--- src/sv/itp_pkg.sv ---
`timescale 1ns / 1ps

package itp_pkg;

  // Default sizes
  localparam int STACK_DEPTH_DEF = 16;
  localparam int QUEUE_DEPTH_DEF = 2;

  // Operator codes held in the stack and carried through the queue
  typedef enum logic [2:0] {
    CODE_OPERAND = 3'd0,
    CODE_ADD     = 3'd1,
    CODE_SUB     = 3'd2,
    CODE_MUL     = 3'd3,
    CODE_DIV     = 3'd4,
    CODE_POW     = 3'd5,
    CODE_LPAREN  = 3'd6,
    CODE_RPAREN  = 3'd7
  } op_code_t;

  // Result status codes
  typedef enum logic [1:0] {
    STATUS_OK        = 2'd0,
    STATUS_OVERFLOW  = 2'd1,
    STATUS_UNMATCHED = 2'd2,
    STATUS_RSVD      = 2'd3
  } status_t;

  // Back end sequencer states
  typedef enum logic {
    ST_RUN = 1'b0,
    ST_END = 1'b1
  } st_t;

  // Classified item passed from front to back
  typedef struct packed {
    logic       flush;
    op_code_t   code;
    logic [7:0] symbol;
  } item_t;

  // Map an input byte to its operator code
  function automatic op_code_t char_to_code(input logic [7:0] c);
    op_code_t r;
    case (c)
      8'h2B:   r = CODE_ADD;
      8'h2D:   r = CODE_SUB;
      8'h2A:   r = CODE_MUL;
      8'h2F:   r = CODE_DIV;
      8'h5E:   r = CODE_POW;
      8'h28:   r = CODE_LPAREN;
      8'h29:   r = CODE_RPAREN;
      default: r = CODE_OPERAND;
    endcase
    return r;
  endfunction

  // Map a stacked operator code back to its character
  function automatic logic [7:0] code_to_char(input op_code_t c);
    logic [7:0] r;
    unique case (c)
      CODE_ADD:    r = 8'h2B;
      CODE_SUB:    r = 8'h2D;
      CODE_MUL:    r = 8'h2A;
      CODE_DIV:    r = 8'h2F;
      CODE_POW:    r = 8'h5E;
      CODE_LPAREN: r = 8'h28;
      default:     r = 8'h00;
    endcase
    return r;
  endfunction

  // Operator precedence
  function automatic logic [1:0] code_prec(input op_code_t c);
    logic [1:0] r;
    unique case (c)
      CODE_ADD, CODE_SUB: r = 2'd1;
      CODE_MUL, CODE_DIV: r = 2'd2;
      CODE_POW:           r = 2'd3;
      default:            r = 2'd0;
    endcase
    return r;
  endfunction

endpackage

--- src/sv/itp_if.sv ---
`timescale 1ns / 1ps

// Input channel: one character or end-of-expression per transaction
interface itp_in_if;
  logic       valid;
  logic       ready;
  logic       func;
  logic [7:0] symbol;

  modport source (output valid, func, symbol, input ready);
  modport sink   (input valid, func, symbol, output ready);
endinterface

// Output channel: one postfix character or error per transaction
interface itp_out_if;
  logic       valid;
  logic       ready;
  logic [7:0] out_symbol;
  logic [1:0] status;
  logic       last;

  modport source (output valid, out_symbol, status, last, input ready);
  modport sink   (input valid, out_symbol, status, last, output ready);
endinterface

--- src/sv/itp_front.sv ---
`timescale 1ns / 1ps

module itp_front (
  input  logic            clk,
  input  logic            rst,
  itp_in_if.sink          in_ch,
  output logic            f_valid,
  output itp_pkg::item_t  f_item,
  input  logic            f_ready
);

  logic take;

  assign in_ch.ready = !f_valid || f_ready;
  assign take        = in_ch.valid && in_ch.ready;

  // Hold one classified transaction until the queue takes it
  always_ff @(posedge clk) begin
    if (rst) begin
      f_valid <= 1'b0;
    end else if (take) begin
      f_valid <= 1'b1;
    end else if (f_ready) begin
      f_valid <= 1'b0;
    end
  end

  // Classify the character on capture
  always_ff @(posedge clk) begin
    if (take) begin
      f_item.flush  <= in_ch.func;
      f_item.code   <= itp_pkg::char_to_code(in_ch.symbol);
      f_item.symbol <= in_ch.symbol;
    end
  end

endmodule

--- src/sv/itp_queue.sv ---
`timescale 1ns / 1ps

module itp_queue #(
  parameter int QUEUE_DEPTH = itp_pkg::QUEUE_DEPTH_DEF
) (
  input  logic            clk,
  input  logic            rst,
  input  logic            wr_valid,
  input  itp_pkg::item_t  wr_item,
  output logic            wr_ready,
  output logic            rd_valid,
  output itp_pkg::item_t  rd_item,
  input  logic            rd_pop
);

  localparam int PW = (QUEUE_DEPTH > 1) ? $clog2(QUEUE_DEPTH) : 1;
  localparam int CW = $clog2(QUEUE_DEPTH + 1);

  itp_pkg::item_t entries [QUEUE_DEPTH];
  logic [PW-1:0]  wr_ptr;
  logic [PW-1:0]  rd_ptr;
  logic [CW-1:0]  fill;
  logic           push;
  logic           pop;

  assign wr_ready = (fill != CW'(QUEUE_DEPTH));
  assign rd_valid = (fill != '0);
  assign rd_item  = entries[rd_ptr];
  assign push     = wr_valid && wr_ready;
  assign pop      = rd_pop && rd_valid;

  // Advance pointers and fill level
  always_ff @(posedge clk) begin
    if (rst) begin
      wr_ptr <= '0;
      rd_ptr <= '0;
      fill   <= '0;
    end else begin
      if (push) begin
        wr_ptr <= (wr_ptr == PW'(QUEUE_DEPTH - 1)) ? '0 : wr_ptr + PW'(1);
      end
      if (pop) begin
        rd_ptr <= (rd_ptr == PW'(QUEUE_DEPTH - 1)) ? '0 : rd_ptr + PW'(1);
      end
      if (push && !pop) begin
        fill <= fill + CW'(1);
      end else if (pop && !push) begin
        fill <= fill - CW'(1);
      end
    end
  end

  // Store entries
  always_ff @(posedge clk) begin
    if (push) begin
      entries[wr_ptr] <= wr_item;
    end
  end

endmodule

--- src/sv/itp_back.sv ---
`timescale 1ns / 1ps

module itp_back #(
  parameter int STACK_DEPTH = itp_pkg::STACK_DEPTH_DEF
) (
  input  logic            clk,
  input  logic            rst,
  input  logic            q_valid,
  input  itp_pkg::item_t  q_item,
  output logic            q_pop,
  itp_out_if.source       out_ch
);

  localparam int AW = $clog2(STACK_DEPTH);
  localparam int CW = $clog2(STACK_DEPTH + 1);

  typedef struct packed {
    logic              pop;
    logic              push;
    logic              prod;
    logic [7:0]        prod_sym;
    itp_pkg::status_t  prod_status;
    logic              to_end;
    logic              finish;
  } act_t;

  // Operator stack: top in a register, the rest in memory
  itp_pkg::op_code_t stack_mem [STACK_DEPTH];
  itp_pkg::op_code_t top;
  itp_pkg::op_code_t under;
  logic [CW-1:0]     count;
  logic [CW-1:0]     count_next;
  logic [CW-1:0]     rd_addr;
  logic [CW-1:0]     wr_addr;

  // Pending result, released once the next step shows whether it is last
  logic              pend_valid;
  logic [7:0]        pend_sym;
  itp_pkg::status_t  pend_status;

  itp_pkg::st_t      state;
  itp_pkg::st_t      state_next;
  act_t              act;
  logic              emit_ok;
  logic              can_step;
  logic              pop_ok;
  logic              out_load;

  assign emit_ok  = !out_ch.valid || out_ch.ready;
  assign can_step = q_valid && (!pend_valid || emit_ok);
  assign out_load = pend_valid && (act.prod || act.finish);
  assign q_pop    = act.finish;

  // Stacked operator leaves before the incoming one
  assign pop_ok = (count != '0) && (top != itp_pkg::CODE_LPAREN) &&
                  (itp_pkg::code_prec(top) >= itp_pkg::code_prec(q_item.code));

  // Decide this cycle's step
  always_comb begin
    act = '0;
    act.prod_status = itp_pkg::STATUS_OK;
    unique case (state)
      itp_pkg::ST_RUN: begin
        if (can_step) begin
          if (q_item.flush) begin
            if (count != '0) begin
              act.pop      = 1'b1;
              act.prod     = (top != itp_pkg::CODE_LPAREN);
              act.prod_sym = itp_pkg::code_to_char(top);
            end else begin
              act.to_end = 1'b1;
            end
          end else begin
            case (q_item.code)
              itp_pkg::CODE_OPERAND: begin
                act.prod     = 1'b1;
                act.prod_sym = q_item.symbol;
                act.to_end   = 1'b1;
              end
              itp_pkg::CODE_RPAREN: begin
                if (count != '0) begin
                  act.pop = 1'b1;
                  if (top == itp_pkg::CODE_LPAREN) begin
                    act.to_end = 1'b1;
                  end else begin
                    act.prod     = 1'b1;
                    act.prod_sym = itp_pkg::code_to_char(top);
                  end
                end else begin
                  act.prod        = 1'b1;
                  act.prod_status = itp_pkg::STATUS_UNMATCHED;
                  act.to_end      = 1'b1;
                end
              end
              default: begin
                if (q_item.code != itp_pkg::CODE_LPAREN && pop_ok) begin
                  act.pop      = 1'b1;
                  act.prod     = 1'b1;
                  act.prod_sym = itp_pkg::code_to_char(top);
                end else if (count >= CW'(STACK_DEPTH)) begin
                  act.prod        = 1'b1;
                  act.prod_status = itp_pkg::STATUS_OVERFLOW;
                  act.to_end      = 1'b1;
                end else begin
                  act.push   = 1'b1;
                  act.to_end = 1'b1;
                end
              end
            endcase
          end
        end
      end
      itp_pkg::ST_END: begin
        act.finish = can_step;
      end
      default: begin
        act = '0;
      end
    endcase
  end

  // Next state
  always_comb begin
    state_next = state;
    unique case (state)
      itp_pkg::ST_RUN: if (act.to_end) state_next = itp_pkg::ST_END;
      itp_pkg::ST_END: if (act.finish) state_next = itp_pkg::ST_RUN;
      default:         state_next = itp_pkg::ST_RUN;
    endcase
  end

  always_comb begin
    count_next = count;
    if (act.push) begin
      count_next = count + CW'(1);
    end else if (act.pop) begin
      count_next = count - CW'(1);
    end
  end

  assign rd_addr = count_next - CW'(2);
  assign wr_addr = count - CW'(1);

  // Control registers
  always_ff @(posedge clk) begin
    if (rst) begin
      state        <= itp_pkg::ST_RUN;
      count        <= '0;
      pend_valid   <= 1'b0;
      out_ch.valid <= 1'b0;
    end else begin
      state        <= state_next;
      count        <= count_next;
      out_ch.valid <= out_load || (out_ch.valid && !out_ch.ready);
      if (act.prod) begin
        pend_valid <= 1'b1;
      end else if (act.finish) begin
        pend_valid <= 1'b0;
      end
    end
  end

  // Stack memory; under always mirrors the entry below top
  always_ff @(posedge clk) begin
    if (act.push && count != '0) begin
      stack_mem[wr_addr[AW-1:0]] <= top;
    end
    if (act.push) begin
      under <= top;
    end else if (count_next >= CW'(2)) begin
      under <= stack_mem[rd_addr[AW-1:0]];
    end
  end

  // Top of stack
  always_ff @(posedge clk) begin
    if (act.push) begin
      top <= q_item.code;
    end else if (act.pop) begin
      top <= under;
    end
  end

  // Pending result and output register
  always_ff @(posedge clk) begin
    if (act.prod) begin
      pend_sym    <= act.prod_sym;
      pend_status <= act.prod_status;
    end
    if (out_load) begin
      out_ch.out_symbol <= pend_sym;
      out_ch.status     <= pend_status;
      out_ch.last       <= act.finish;
    end
  end

endmodule

--- src/sv/infix_to_postfix_converter_core.sv ---
`timescale 1ns / 1ps

// Shunting-yard infix to postfix converter. Each input transaction carries one
// expression character (func 0) or an end-of-expression marker (func 1) that
// flushes the operator stack. Operands pass through; + - * / ^ are left
// associative with ^ above * / above + -. An input transaction is classified
// in a front register, waits in a short queue, and is carried out by a back
// end that owns the operator stack and does one stack step per cycle unless
// the output stalls. An operand is passed on; an operator pops each stacked
// operator of equal or higher precedence and is then pushed, as is '(';
// ')' pops and passes on operators until it finds and drops its '('; a
// flush pops every stacked entry. Each transaction closes with an end step.
// The result carrying last=1 ends each input transaction; a transaction may
// produce no result at all.
// Stack overflow (status 1) and an unmatched ')' (status 2) give one error
// result with out_symbol 0. No initialization pass is needed after reset.
module infix_to_postfix_converter_core #(
  parameter int STACK_DEPTH = itp_pkg::STACK_DEPTH_DEF,
  parameter int QUEUE_DEPTH = itp_pkg::QUEUE_DEPTH_DEF
) (
  input  logic       clk,
  input  logic       rst,
  itp_in_if.sink     in_ch,
  itp_out_if.source  out_ch
);

  logic            f_valid;
  logic            f_ready;
  itp_pkg::item_t  f_item;
  logic            q_valid;
  logic            q_pop;
  itp_pkg::item_t  q_item;

  itp_front u_front (
    .clk     (clk),
    .rst     (rst),
    .in_ch   (in_ch),
    .f_valid (f_valid),
    .f_item  (f_item),
    .f_ready (f_ready)
  );

  itp_queue #(
    .QUEUE_DEPTH (QUEUE_DEPTH)
  ) u_queue (
    .clk      (clk),
    .rst      (rst),
    .wr_valid (f_valid),
    .wr_item  (f_item),
    .wr_ready (f_ready),
    .rd_valid (q_valid),
    .rd_item  (q_item),
    .rd_pop   (q_pop)
  );

  itp_back #(
    .STACK_DEPTH (STACK_DEPTH)
  ) u_back (
    .clk     (clk),
    .rst     (rst),
    .q_valid (q_valid),
    .q_item  (q_item),
    .q_pop   (q_pop),
    .out_ch  (out_ch)
  );

endmodule
--- src/flat_wrapper.sv ---
// flat-port wrapper written by rule: the top's interface ports become plain ports
module infix_to_postfix_converter_core_flat 
#(
  parameter int STACK_DEPTH = itp_pkg::STACK_DEPTH_DEF,
  parameter int QUEUE_DEPTH = itp_pkg::QUEUE_DEPTH_DEF
)
  (clk, rst, in_ch_valid, in_ch_func, in_ch_symbol, in_ch_ready, out_ch_valid, out_ch_out_symbol, out_ch_status, out_ch_last, out_ch_ready);
  itp_in_if in_ch_i ();
  itp_out_if out_ch_i ();
  input  logic clk;
  input  logic rst;
  input wire logic [$bits(in_ch_i.valid)-1:0] in_ch_valid;
  input wire logic [$bits(in_ch_i.func)-1:0] in_ch_func;
  input wire logic [$bits(in_ch_i.symbol)-1:0] in_ch_symbol;
  output wire logic [$bits(in_ch_i.ready)-1:0] in_ch_ready;
  output wire logic [$bits(out_ch_i.valid)-1:0] out_ch_valid;
  output wire logic [$bits(out_ch_i.out_symbol)-1:0] out_ch_out_symbol;
  output wire logic [$bits(out_ch_i.status)-1:0] out_ch_status;
  output wire logic [$bits(out_ch_i.last)-1:0] out_ch_last;
  input wire logic [$bits(out_ch_i.ready)-1:0] out_ch_ready;
  assign in_ch_i.valid = in_ch_valid;
  assign in_ch_i.func = in_ch_func;
  assign in_ch_i.symbol = in_ch_symbol;
  assign in_ch_ready = in_ch_i.ready;
  assign out_ch_valid = out_ch_i.valid;
  assign out_ch_out_symbol = out_ch_i.out_symbol;
  assign out_ch_status = out_ch_i.status;
  assign out_ch_last = out_ch_i.last;
  assign out_ch_i.ready = out_ch_ready;
  infix_to_postfix_converter_core #(.STACK_DEPTH(STACK_DEPTH), .QUEUE_DEPTH(QUEUE_DEPTH)) u_core (.clk(clk), .rst(rst), .in_ch(in_ch_i), .out_ch(out_ch_i));
endmodule
--- config.mk ---
export PLATFORM = sky130hd
export DESIGN_NAME = infix_to_postfix_converter_core_flat
export DESIGN_NICKNAME = d
export VERILOG_FILES = /design/src/sv/itp_pkg.sv /design/src/sv/itp_if.sv /design/src/sv/itp_front.sv /design/src/sv/itp_queue.sv /design/src/sv/itp_back.sv /design/src/sv/infix_to_postfix_converter_core.sv /design/src/flat_wrapper.sv
export SDC_FILE = /design/constraint.sdc
export NUM_CORES = 1
export LEC_CHECK = 0
export ABC_AREA = 0
export BUFFER_PORTS_ARGS = -buffer_cell sky130_fd_sc_hd__buf_2
export CAP_MARGIN = 20
export CORE_MARGIN = 10
export CORE_UTILIZATION = 63
export CTS_CLUSTER_SIZE = 16
export DETAILED_ROUTE_END_ITERATION = 16
export PLACE_DENSITY = 0.79
export SETUP_SLACK_MARGIN = 0.5
export SYNTH_ARGS = -nofsm -noshare
export SYNTH_HDL_FRONTEND = slang
export SYNTH_HIERARCHICAL = 1
export SYNTH_SLANG_ARGS = --single-unit
export TNS_END_PERCENT = 10
--- constraint.sdc ---
create_clock -name clk -period 8.38 [get_ports clk]
set_clock_uncertainty 0.1 [all_clocks]
set_input_delay 1.676 -clock clk [delete_from_list [all_inputs] [get_ports clk]]
set_output_delay 1.676 -clock clk [all_outputs]
set_load 0.02 [all_outputs]
# Word-level counts from Yosys, hierarchy flattened
# Memories as Yosys holds them, arrays and structs flattened. A register that Yosys moved wholly into a read port is not among the register bits.
# Index checks and enable logic that the tools add are counted.
# word_totals
latch_bits	0
inputBits	13
out_inout_bits	13
rom_bits	0
register_bits	52
ramBits	72
memories	2
word_cells	150
# memory_table
memory	depth	word_bits	read_ports	rd_ports_with_merged_regs	write_ports	line_no	text
u_core.u_back.stack_mem	16	3	1	0	1	itp_back.sv:28	itp_pkg::op_code_t stack_mem [STACK_DEPTH];
u_core.u_queue.entries	2	12	1	1	1	itp_queue.sv:19	itp_pkg::item_t entries [QUEUE_DEPTH];
# op_classes
n_reduce_logical	38
n_shift	0
mul	0
div	0
n_mux	58
eq_ne	22
bitwise_logic	2
addsub	7
n_lt_le_gt_ge	3
# op_table
operator	n
$eq 8x6->1 const B	6
$pmux 7 s6	1
$pmux 7 s5	1
$mux 1	30
$mux 14	2
$mux 9	3
$pmux 3 s7	1
$eq 3x3->1 const B	6
$pmux 9 s2	1
$mux 8	2
$eq 3x2->1 const B	4
$logic_and 1x1->1	12
$mux 3	4
$pmux 2 s3	2
$reduce_bool 2->1	6
$reduce_or 2->1	6
$mux 2	5
$mux 5	2
$eq 8x7->1 const B	1
$eq 3x1->1 const B	2
$logic_not 1->1	6
$ne 3x3->1 const B	2
$pmux 1 s2	3
$add 5x1->5 const B	1
other kinds (15)	21

# Logic depth before layout (Yosys ltp)
# An unclocked memory read counts as a cell.
# depth
ltp_word	17
ltp_mapped	21
ltp_nobuf	17

# By module
# Netlist, hierarchy kept.
# modules_own_cells
module	cells_per_inst	n_inst	area_per_inst_um2	seq_area_each_um2
itp_back	361	1	4197.8	2412.3
itp_queue	61	1	1083.5	820.8
itp_front	30	1	494.2	380.4

# Worst setup path before layout
# OpenSTA, ideal clock, no wires.
# synth_timing
path_type	register -> register
startpoint	reg (tool-made name)
endpoint	reg u_core.u_back.under[1] (data pin)
stages_incl_launch_ff	21
setup_ns	0.268
required_time_ns	8.012
path_slack_ns	3.595
synth_period_minus_slack_ns	4.785
arrival_time_ns	4.417
path_buffers	4
cell_sequence	dfxtp_1 > buf_2 > mux2_2 > buf_2 > mux2_2 > ha_1 > nand2b_1 > a21oi_1 > o311ai_2 > or2_4 > o211ai_2 > and2_1 > clkbuf_1 > buf_2 > ha_1 > nor2_1 > o211a_1 > o21ai_0 > a211oi_1 > o41ai_1 > o21ai_1
# synth_rtl
item	line_no	text
end signal: assignment	itp_back.sv:169	under <= top;
end signal: assignment	itp_back.sv:171	under <= stack_mem[rd_addr[AW-1:0]];
end: declaration	itp_back.sv:30	itp_pkg::op_code_t under;

==> run metrics <==
Post-Syn Instances 452; Clock transition at path regs 0.06 ns; final number of hold-violating endpoints 0; Net Count, Synth 476; Max Slew Vio Count 0; drc violations 0; fmax 0.1691 GHz; FILL cells 571; critical setup path kind reg -> reg; CTS tree built; post_cts resized 0; drt first-iter violations 580; CTS Hold Bufs 0; highest ir drop seen on vdd 210.1 uV; Worst EP required 8.53 ns; Root Buffer clkbuf_8; GR Overflow Total 0; # placed instances 565; CP Capture Type flop; commonest non-fill, non-tap cells in the layout 111 x edfxtp_1, 46 x nor2_1, 32 x nand2_1, 25 x buf_2, 21 x inv_1; Yosys warnings 6; Unique masters post-synth 58; synthesized flop and latch total 125; CTS H-tree lvls 4; maxcap violations 0; Synth async-reset ratio 0%; Setup WS post-layout 2.467 ns; Rel. slew slack 34.53%; pwr/cell area 278.5 nW/um^2; synthesized cell area 5776 um^2; WL final 12,020 um; RSZ-0062 raised after global routing false; Detail Route Antenna Nets 0; area grow syn2layout 11.94%; vias in the first global route 3,589; Post-CTS Setup Bufs 0; die area 13,400 um^2; Static Leak 2.357 nW; Tightest Pin Transition 0.9784 ns; GRT Util Overall 18.78%; initial antenna violation count 0; status finished, final reports clean; TritonCTS buffer count 17; reg-to-reg endpoint u_core/u_back/under[1]$_DFFE_PP_; Final HPWL DP 7984 um; Max Fanout on Critical Path 22; R2R Setup Slk 2.47 ns; Clock Latency Late Sink 0.51 ns; minimum clock period 5.913 ns; HP Class reg -> reg; fin crit share 70.56%; Row Count 34; RD Place Congestion 0.9307; WL/cell 20.11 um; number of vias per cell 6.393; IO Port Bufs 25; setup_tns 0 ns; initial core utilization 65.59%; register area share after synthesis 62.56%; Longest Clk Path Bufs 2; # clock sinks 125; worst-case reg-to-reg path depth 16; First-pass DRT Iterations 6; Post-synth EDFFs 111; commonest non-fill, non-tap cell in the layout edfxtp_1; Post-Syn Area per Cell 12.78 um^2; Inserted Diodes 0; largest net degree at the start of global routing 27; share of cells above drive strength 1 18.16%; Nets 501; Chip Width 115.7 um; CP Data Arrival Time 6.06 ns; total number of vias 3,823; final non-filler cell total 598; Worst Hold Launch u_core/u_back/pend_status[0]$_SDFFCE_PP0P_; hold path endpoint u_core/u_back/out_ch.status[0]$_DFFE_PP_; startpoint types flop; WHS Path Cells 0; Setup-failing EPs final 0; predominant post-synthesis flop cell edfxtp_1; I/O Pins 26; Core ar. 8806 um^2; pre-CTS setup slack 2.289 ns; Die Y 115.7 um; first-pass GRT wire length 19,120 um
==> metal layers <==
metal	up-vias	wire, um	global-route usage, %
li1	1776	-	-
met1	1793	5321	26.50
met2	237	5274	26.58
met3	17	1263	5.891
met4	0	164	7.256
met5	-	0	0
==> report_power, final <==
part           total, mW  internal, mW  switching (mW)
Clock              0.644         0.389           0.255
Sequential         0.771         0.737          0.0339
Combinational      0.386         0.137           0.249
Total               1.80          1.26           0.538
==> area by class of cell <==
class / instances / area (um^2) / share of cell area [%]
clock buffers: 20 / 425.4 / 6.580
repair buffers: 31 / 170.2 / 2.632
clock inverters: 12 / 98.84 / 1.529
multi-input cells: 281 / 1943 / 30.06
well taps: 108 / 135.1 / 2.090
flip-flops and latches: 125 / 3613 / 55.89
inverters: 21 / 78.83 / 1.219
==> per-stage QoR <==
stage	instance area, um^2	power (mW)	hold slack, ns	utilization (%)
2_1_floorplan	5776	1.075	0.3003	-
3_3_place_gp	5933	1.142	0.3012	67.38
3_5_place_dp	5933	1.153	0.3054	67.38
4_1_cts	6457	1.796	0.3181	73.33
5_1_grt	6465	1.877	0.3244	73.42
6_report	6465	1.801	0.3169	73.42
==> cells in the mapped netlist (3+ instances only) <==
library cell	n	area (um^2)
a2111oi_0	12	105.1
a211oi_1	15	112.6
a21oi_1	14	70.07
a221oi_1	9	78.83
a221oi_2	3	45.04
a41oi_1	3	26.28
and2_1	6	37.54
and3_1	6	37.54
buf_2	7	35.03
buf_6	5	56.30
clkbuf_1	12	45.04
dfxtp_1	14	280.3
edfxtp_1	111	3333
ha_1	11	137.6
inv_1	21	78.83
mux2_2	14	157.7
mux2i_1	13	130.1
nand2_1	32	120.1
nand2b_1	7	43.79
nand3_1	10	50.05
nand3b_1	4	30.03
nor2_1	46	172.7
nor3_1	7	35.03
nor4_1	3	18.77
o21ai_0	10	50.05
o21ai_1	3	15.01
o31ai_1	4	30.03
or3_1	4	25.02
xnor2_1	4	35.03
xor2_1	6	52.55
==> state kept, by name (all words and copies together), names as in the netlist, 2 cells and up, named ones only <==
name	count
u_core/u_back/out_ch.status	2
u_core/u_back/under	3
u_core/u_front/f_item	12
u_core/u_back/out_ch.out_symbol	8
u_core/u_queue/entries	24
u_core/u_back/pend_sym	8
u_core/u_back/top	3
u_core/u_back/stack_mem	48
u_core/u_back/count	5
u_core/u_back/pend_status	2
u_core/u_queue/fill	2
==> critical path, stage by stage, from the launching register on <==
cell,delay [ns]
dfxtp_1,0.63
mux2_2,0.49
mux2_2,0.30
ha_1,0.27
nand2b_1,0.17
a21oi_1,0.42
o311ai_2,0.16
or2_4,0.36
o211ai_2,0.60
and2_1,0.55
ha_1,0.31
nor2_1,0.07
o211a_1,0.26
o21ai_0,0.31
a211oi_1,0.09
o41ai_1,0.45
o21ai_1,0.11
==> cells by family after synthesis <==
kind of cell,share of synthesized area [%]
mux,4.983
flops,62.57
fa+ha+maj,2.383
compound gates,13.06
simple gates,11.70
buf+inv,3.791
xor+xnor,1.516
==> worst max-delay path by stage <==
stage,endpoint,slack (ns),depth (start not counted)
3_5_place_dp,u_core/u_back/under[1]$_DFFE_PP_,2.29,16
2_1_floorplan,u_core/u_back/under[1]$_DFFE_PP_,3.60,20
3_3_place_gp,u_core/u_back/under[2]$_DFFE_PP_,2.57,16
4_1_cts,u_core/u_back/under[1]$_DFFE_PP_,2.18,16
5_1_grt,u_core/u_back/under[2]$_DFFE_PP_,2.01,17
6_report,u_core/u_back/under[1]$_DFFE_PP_,2.47,16
Note: power is estimated with default switching activity, not from simulation.
